<file path="src/bdq_pkg.sv">
// Shared constants and types for the bounded double-ended queue.
`default_nettype none

package bdq_pkg;

    // Default number of words held
    localparam int unsigned CAPACITY_DEF = 64;

    // Action codes
    localparam logic [1:0] ACT_PUSH_BACK  = 2'd0;
    localparam logic [1:0] ACT_PUSH_FRONT = 2'd1;
    localparam logic [1:0] ACT_POP_FRONT  = 2'd2;
    localparam logic [1:0] ACT_POP_BACK   = 2'd3;

    // Status codes
    localparam logic [1:0] ST_OK    = 2'd0;
    localparam logic [1:0] ST_FULL  = 2'd1;
    localparam logic [1:0] ST_EMPTY = 2'd2;

    // Commands from the controller to the datapath
    typedef struct packed {
        logic load;   // take the request and perform it
        logic emit;   // present the captured result
    } t_dp_cmd;

endpackage

`default_nettype wire

</file>
<file path="src/bdq_ctrl.sv">
// Controller state machine: accepts a request, then presents its result.
`default_nettype none

module bdq_ctrl (
    input  wire logic             i_clk,
    input  wire logic             i_rst_n,
    input  wire logic             i_start,
    output logic                  o_busy,
    output logic                  o_done,
    output bdq_pkg::t_dp_cmd      o_cmd
);
    import bdq_pkg::*;

    localparam logic S_IDLE = 1'b0;
    localparam logic S_RESP = 1'b1;

    logic r_state;
    logic n_state;

    // Next-state logic
    always_comb begin
        n_state = r_state;
        unique case (r_state)
            S_IDLE: begin
                if (i_start) begin
                    n_state = S_RESP;
                end
            end
            S_RESP: begin
                n_state = S_IDLE;
            end
            default: begin
                n_state = S_IDLE;
            end
        endcase
    end

    // State register
    always_ff @(posedge i_clk) begin
        if (!i_rst_n) begin
            r_state <= S_IDLE;
        end else begin
            r_state <= n_state;
        end
    end

    // Drive handshake and datapath commands
    assign o_busy     = (r_state == S_RESP);
    assign o_done     = (r_state == S_RESP);
    assign o_cmd.load = (r_state == S_IDLE) && i_start;
    assign o_cmd.emit = (r_state == S_RESP);

endmodule

`default_nettype wire

</file>
<file path="src/bdq_dpath.sv">
// Datapath: ring buffer memory, head and count registers, result registers.
`default_nettype none

module bdq_dpath #(
    parameter int unsigned CAPACITY = bdq_pkg::CAPACITY_DEF,
    parameter int unsigned IDX_W    = (CAPACITY > 1) ? $clog2(CAPACITY) : 1,
    parameter int unsigned CNT_W    = $clog2(CAPACITY + 1)
) (
    input  wire logic                i_clk,
    input  wire logic                i_rst_n,
    input  wire bdq_pkg::t_dp_cmd    i_cmd,
    input  wire logic [1:0]          i_action,
    input  wire logic signed [31:0]  i_push_value,
    output logic signed [31:0]       o_popped_value,
    output logic [1:0]               o_status,
    output logic [CNT_W-1:0]         o_fill_count
);
    import bdq_pkg::*;

    localparam int unsigned SUM_W = CNT_W + 1;
    localparam logic [CNT_W-1:0] CAP_CNT = CNT_W'(CAPACITY);
    localparam logic [SUM_W-1:0] CAP_SUM = SUM_W'(CAPACITY);
    localparam logic [IDX_W-1:0] LAST_IDX = IDX_W'(CAPACITY - 1);

    logic signed [31:0] mem [CAPACITY];

    logic [IDX_W-1:0]   r_head;
    logic [CNT_W-1:0]   r_count;
    logic [1:0]         r_status;
    logic               r_pop_ok;
    logic signed [31:0] r_rd_data;

    logic [IDX_W-1:0]   n_head;
    logic [CNT_W-1:0]   n_count;
    logic [1:0]         n_status;
    logic               n_pop_ok;

    logic               is_push;
    logic               is_full;
    logic               is_empty;
    logic [SUM_W-1:0]   back_sum;
    logic [SUM_W-1:0]   last_sum;
    logic [IDX_W-1:0]   back_addr;
    logic [IDX_W-1:0]   last_addr;
    logic [IDX_W-1:0]   head_dec;
    logic [IDX_W-1:0]   head_inc;
    logic               wr_en;
    logic [IDX_W-1:0]   wr_addr;
    logic               rd_en;
    logic [IDX_W-1:0]   rd_addr;

    // Ring addresses; sums stay under twice the capacity if not empty
    always_comb begin
        back_sum  = SUM_W'(r_head) + SUM_W'(r_count);
        last_sum  = back_sum - SUM_W'(1);
        back_addr = (back_sum >= CAP_SUM) ? IDX_W'(back_sum - CAP_SUM) : IDX_W'(back_sum);
        last_addr = (last_sum >= CAP_SUM) ? IDX_W'(last_sum - CAP_SUM) : IDX_W'(last_sum);
        head_dec  = (r_head == '0) ? LAST_IDX : r_head - IDX_W'(1);
        head_inc  = (r_head == LAST_IDX) ? '0 : r_head + IDX_W'(1);
    end

    // Decide the effect of the requested action
    always_comb begin
        is_push  = (i_action == ACT_PUSH_BACK) || (i_action == ACT_PUSH_FRONT);
        is_full  = (r_count == CAP_CNT);
        is_empty = (r_count == '0);
        n_head   = r_head;
        n_count  = r_count;
        n_status = ST_OK;
        n_pop_ok = 1'b0;
        wr_en    = 1'b0;
        wr_addr  = back_addr;
        rd_en    = 1'b0;
        rd_addr  = r_head;
        unique case (i_action)
            ACT_PUSH_BACK: begin
                if (is_full) begin
                    n_status = ST_FULL;
                end else begin
                    wr_en   = i_cmd.load;
                    n_count = r_count + CNT_W'(1);
                end
            end
            ACT_PUSH_FRONT: begin
                wr_addr = head_dec;
                if (is_full) begin
                    n_status = ST_FULL;
                end else begin
                    wr_en   = i_cmd.load;
                    n_head  = head_dec;
                    n_count = r_count + CNT_W'(1);
                end
            end
            ACT_POP_FRONT: begin
                if (is_empty) begin
                    n_status = ST_EMPTY;
                end else begin
                    rd_en    = i_cmd.load;
                    n_pop_ok = 1'b1;
                    n_head   = head_inc;
                    n_count  = r_count - CNT_W'(1);
                end
            end
            ACT_POP_BACK: begin
                rd_addr = last_addr;
                if (is_empty) begin
                    n_status = ST_EMPTY;
                end else begin
                    rd_en    = i_cmd.load;
                    n_pop_ok = 1'b1;
                    n_count  = r_count - CNT_W'(1);
                end
            end
            default: begin
                n_status = ST_OK;
            end
        endcase
        if (is_push) begin
            n_pop_ok = 1'b0;
        end
    end

    // Ring memory: one write or one registered read per transfer
    always_ff @(posedge i_clk) begin
        if (wr_en) begin
            mem[wr_addr] <= i_push_value;
        end
        if (rd_en) begin
            r_rd_data <= mem[rd_addr];
        end
    end

    // Pointer registers
    always_ff @(posedge i_clk) begin
        if (!i_rst_n) begin
            r_head  <= '0;
            r_count <= '0;
        end else if (i_cmd.load) begin
            r_head  <= n_head;
            r_count <= n_count;
        end
    end

    // Result registers
    always_ff @(posedge i_clk) begin
        if (i_cmd.load) begin
            r_status <= n_status;
            r_pop_ok <= n_pop_ok;
        end
    end

    // Drop the read word unless a pop succeeded
    assign o_popped_value = (i_cmd.emit && r_pop_ok) ? r_rd_data : 32'sd0;
    assign o_status       = r_status;
    assign o_fill_count   = r_count;

endmodule

`default_nettype wire

</file>
<file path="src/bounded_double_ended_queue_unit.sv">
// Top level of the bounded double-ended queue of signed 32-bit words.
`default_nettype none

// Usage:
//   Request channel: drive i_action and i_push_value with start high; the
//   transfer happens at a rising edge where start is high and busy is low.
//   Actions are push back, push front, pop front and pop back.
//   Result channel: o_done is high for exactly one cycle, the cycle after
//   the request transfer, with o_popped_value, o_status and o_fill_count.
//   The receiver cannot stall; the result is taken at the end of that cycle.
// Timing:
//   busy is high during the result cycle, so a new request cannot transfer
//   until the result of the last one has been presented. This order is set
//   by the registered read port of the ring memory and the two-state
//   controller that waits on it.
// Reset:
//   i_rst_n is synchronous, active low. It empties the queue (head and
//   count cleared) and returns the controller to idle; memory contents are
//   not cleared, as only written entries are ever read back.
//   A push on a full queue reports full, a pop on an empty queue reports
//   empty with a zero word; neither changes the queue.

module bounded_double_ended_queue_unit #(
    parameter int unsigned CAPACITY = bdq_pkg::CAPACITY_DEF,
    parameter int unsigned IDX_W    = (CAPACITY > 1) ? $clog2(CAPACITY) : 1,
    parameter int unsigned CNT_W    = $clog2(CAPACITY + 1)
) (
    input  wire logic                i_clk,
    input  wire logic                i_rst_n,
    input  wire logic                start,
    output logic                     busy,
    input  wire logic [1:0]          i_action,
    input  wire logic signed [31:0]  i_push_value,
    output logic                     o_done,
    output logic signed [31:0]       o_popped_value,
    output logic [1:0]               o_status,
    output logic [CNT_W-1:0]         o_fill_count
);
    import bdq_pkg::*;

    t_dp_cmd cmd;

    // Sequence each transfer
    bdq_ctrl u_ctrl (
        .i_clk   (i_clk),
        .i_rst_n (i_rst_n),
        .i_start (start),
        .o_busy  (busy),
        .o_done  (o_done),
        .o_cmd   (cmd)
    );

    // Hold the queue and form the result
    bdq_dpath #(
        .CAPACITY (CAPACITY),
        .IDX_W    (IDX_W),
        .CNT_W    (CNT_W)
    ) u_dpath (
        .i_clk          (i_clk),
        .i_rst_n        (i_rst_n),
        .i_cmd          (cmd),
        .i_action       (i_action),
        .i_push_value   (i_push_value),
        .o_popped_value (o_popped_value),
        .o_status       (o_status),
        .o_fill_count   (o_fill_count)
    );

endmodule

`default_nettype wire

</file>
<file path="config.mk">
export PLATFORM = sky130hd
export DESIGN_NAME = bounded_double_ended_queue_unit
export DESIGN_NICKNAME = d
export VERILOG_FILES = /design/src/bdq_pkg.sv /design/src/bdq_ctrl.sv /design/src/bdq_dpath.sv /design/src/bounded_double_ended_queue_unit.sv
export SDC_FILE = /design/constraint.sdc
export NUM_CORES = 2
export LEC_CHECK = 0
export BUFFER_PORTS_ARGS = -buffer_cell sky130_fd_sc_hd__buf_2
export CAP_MARGIN = 20
export CORE_ASPECT_RATIO = 1.2
export CORE_MARGIN = 2
export CORE_UTILIZATION = 48
export CTS_CLUSTER_SIZE = 10
export DETAILED_ROUTE_END_ITERATION = 12
export PLACE_DENSITY = 0.63
export SETUP_SLACK_MARGIN = 0.3
export SYNTH_ARGS = -nofsm -noshare
export SYNTH_HDL_FRONTEND = slang
export SYNTH_HIERARCHICAL = 1
export SYNTH_SLANG_ARGS = --single-unit
</file>
<file path="constraint.sdc">
create_clock -name i_clk -period 4.1 [get_ports i_clk]
set_clock_uncertainty 0.1 [all_clocks]
set_input_delay 0.205 -clock i_clk [delete_from_list [all_inputs] [get_ports i_clk]]
set_output_delay 0.205 -clock i_clk [all_outputs]
set_load 0.005 [all_outputs]
</file>
==> qor.txt <==
Crit-path cells -> ha_4 > fa_1 > inv_2 > ha_4 > nand3_4 > a21boi_4 > buf_12 > buf_16 > buf_12 > buf_8 > clkbuf_16 > a211oi_2 > o32ai_2 > mux2i_1 > mux2i_1 > buf_4 > mux2_4
Overall routing resource usage -> 28.4%
Main flop type after synthesis -> edfxtp_1
Tmin final -> 3.87 ns
Antenna violations before repair -> 16
Placed cell count -> 8074
Wire length per cell -> 31.9 µm
Slowest cell on crit path -> fa_1
Setup slack after layout -> 0.233 ns
Final wirelength -> 271000 µm
Final ANT Viol Nets -> 0
Syn_nets -> 5812
CTS tree -> built
Number of flops mapped to enable cells by yosys -> 2083
Num Clock Sinks -> 2097
Top cells by area, synth -> edfxtp_1 (71%), and3_1 (7.4%), a211oi_1 (6.4%)
Classification of the worst setup path -> reg2reg
Worst path bufs/invs -> 7
Commonest non-fill, non-tap cell in the layout -> edfxtp_1
Cell Pwr Density -> 538 nW/µm²
Period utilization -> 94.3%
Root Buffer -> clkbuf_16
Worst path max stage delay -> 0.53 ns
CP startpoint kind -> flop
Register-to-Register Setup Slack -> 0.23 ns
Synth Area per Inst -> 15.2 µm²
Clock slew seen by the registers of the worst setup and hold paths -> 0.06 ns
Required @ worst endpoint -> 4.61 ns
Fin cells -> 8487
Global route hottest layer -> met2
Synthesized flop and latch total -> 2097
Place WS -> -0.688 ns
Post-Syn Area -> 87600 µm²
Vias in the first global route -> 54.2k
Placeable Area -> 181000 µm²
Layout cells sized above 1 -> 21.5%
IO Count -> 80
Final Util -> 58.0%
Die area -> 186000 µm²
IO Port Bufs -> 79
HP Start -> i_rst_n
Final number of hold-violating endpoints -> 0
Most frequent cells in the layout -> edfxtp_1 (2083), and3_1 (1033), a211oi_1 (548)
Reg2reg start -> u_dpath/r_head[0]$_SDFFE_PN0P_
Global-route wire length before repair -> 386000 µm
Detailed Route Iter0 Violations -> 6958
Synth cell types -> 59
CP Max Fanout -> 6
Ys async rst share -> 0%
Slew headroom -> 30.6%
P&R area growth vs syn -> 19.9%
Seq/Total Area, Yosys -> 71.7%
Synth Instances -> 5759
CP Data Arrival Time -> 4.37 ns
Met3 global-route usage -> 4.42%
Hold WC Path Type -> in2reg
CTS buffer count -> 229
Largest net degree at the start of global routing -> 170
DR pass1 iterations -> 6
Fmax -> 259 MHz
Delay-heaviest family, CP -> adder cells
Slew @ Worst Pin -> 1.04 ns
LEAKAGE -> 36.4 nW
Initial Utilization -> 48.3%
GR Util met2 -> 44.5%
Die X -> 394 µm
Number of synthesis warnings -> 6
Via density per instance -> 6.66
Placer Congestion -> 0.851
Crit. End Element -> flop
Remaining DRCs -> 0
Dominant cell type by area after synthesis -> edfxtp_1
Clock buffer depth -> 3
CP startpoint -> u_dpath/r_head[0]$_SDFFE_PN0P_
Setup Total Neg Slack -> 0 ns
RSZ-0062 raised after global routing -> yes
Peak VDD IR -> 0.374 mV
Total gr overflow -> 0
M1 GR Usage -> 40.2%
Clock latency on the worst-skew pair -> 0.88 ns
Max-Cap Viols -> 0
DR vias -> 56.5k
Status -> complete, no violations
Die Ht -> 472 µm
Synth top area share -> 71.4%
Row count -> 171
DP HPWL -> 141000 µm
Pins Over Slew Limit -> 0
# setup viols final -> 0
H-tree depth -> 4
Fillers -> 13.6k
Layout Nets -> 6076
==> logic make-up after synthesis <==
logic type	synth area share [%]
AO/OA/AOI/OAI	13.8
XOR/XNOR	0.233
adder cells (fa/ha/maj)	0.246
buffers and inverters	2.71
flip-flops	71.7
multiplexers	2.95
AND/OR/NAND/NOR	8.35
==> where the power goes <==
group,internal (mW),switching [mW],leakage [nW]
Combinational,6.10,8.35,14.5
Clock,9.96,7.88,2.98
Sequential,24.0,0.203,18.8
==> per-layer routing <==
metal / wire, µm / vias up
met5: 20 / -
met4: 9510 / 4
met3: 24400 / 459
met2: 127000 / 2796
met1: 110000 / 29300
li1: - / 24000
==> worst register-to-register path, cell delays in order, from the launching register on <==
cell       delay [ns]
dfxtp_2          0.34
ha_4             0.16
fa_1             0.53
inv_2            0.07
ha_4             0.28
nand3_4          0.09
a21boi_4         0.17
buf_12           0.16
buf_16           0.16
buf_12           0.14
buf_8            0.12
clkbuf_16        0.17
a211oi_2         0.21
o32ai_2          0.13
mux2i_1          0.25
mux2i_1          0.13
buf_4            0.15
mux2_4           0.25
==> final cells by class <==
class	count	area, µm²	share of cell area [%]
Sequential cell	2097	62800	59.8
Multi-Input combinational cell	3069	25400	24.2
Clock inverter	16	233	0.222
Tap cell	2422	3030	2.88
Inverter	8	30.0	0.0286
Timing Repair Buffer	618	7600	7.24
Antenna cell	8	20.0	0.0191
Clock buffer	249	5870	5.59
==> worst paths after layout <==
path,endpoint,cells past startpoint
setup / recovery,u_dpath/r_rd_data[29]$_DFFE_PP_,17
hold / removal,u_dpath/o_fill_count[2]$_SDFFE_PN0P_,3
setup reg to reg,u_dpath/r_rd_data[29]$_DFFE_PP_,17
hold reg to reg,u_dpath/r_head[3]$_SDFFE_PN0P_,2
==> through the flow <==
step / power, mW / hold WS [ns] / area (µm²)
floorplan: 31.0 / 0.204 / 87700
global placement: 36.1 / 0.322 / 94000
detailed placement: 36.2 / 0.313 / 94100
CTS: 55.6 / 0.00123 / 103000
global route: 58.0 / 0.142 / 105000
finish: 56.5 / 0.156 / 105000
==> sequential cells by signal, summed over array words and instances, names as in the netlist <==
signal                count
u_ctrl/o_busy             1
u_dpath/mem            2048
u_dpath/o_fill_count      7
u_dpath/o_status          2
u_dpath/r_head            6
u_dpath/r_pop_ok          1
u_dpath/r_rd_data        32
==> Yosys cell counts, types with 9 or more instances <==
cell / count
nor2b_1: 9
a21oi_1: 12
edfxtp_1: 2083
mux2i_1: 196
nor2_1: 84
o32ai_1: 248
mux4_2: 9
o31ai_1: 253
dfxtp_1: 14
clkbuf_1: 509
ha_1: 14
xnor2_1: 10
a21boi_0: 255
nand2_1: 41
and3_1: 1033
mux2_2: 34
buf_2: 55
nand3_1: 16
a211oi_1: 751
buf_4: 11
o21ai_0: 13
and2_1: 11
==> what timing repair did <==
action	CTS	global route
hold buffers	28	13
hold endpoints to repair	1032	662
pin swaps	59	54
setup buffers	31	26
gates resized for setup	259	267
cloned	23	5
endpoints found under the setup margin	32	255
Note: power is estimated with default switching activity, not from simulation.
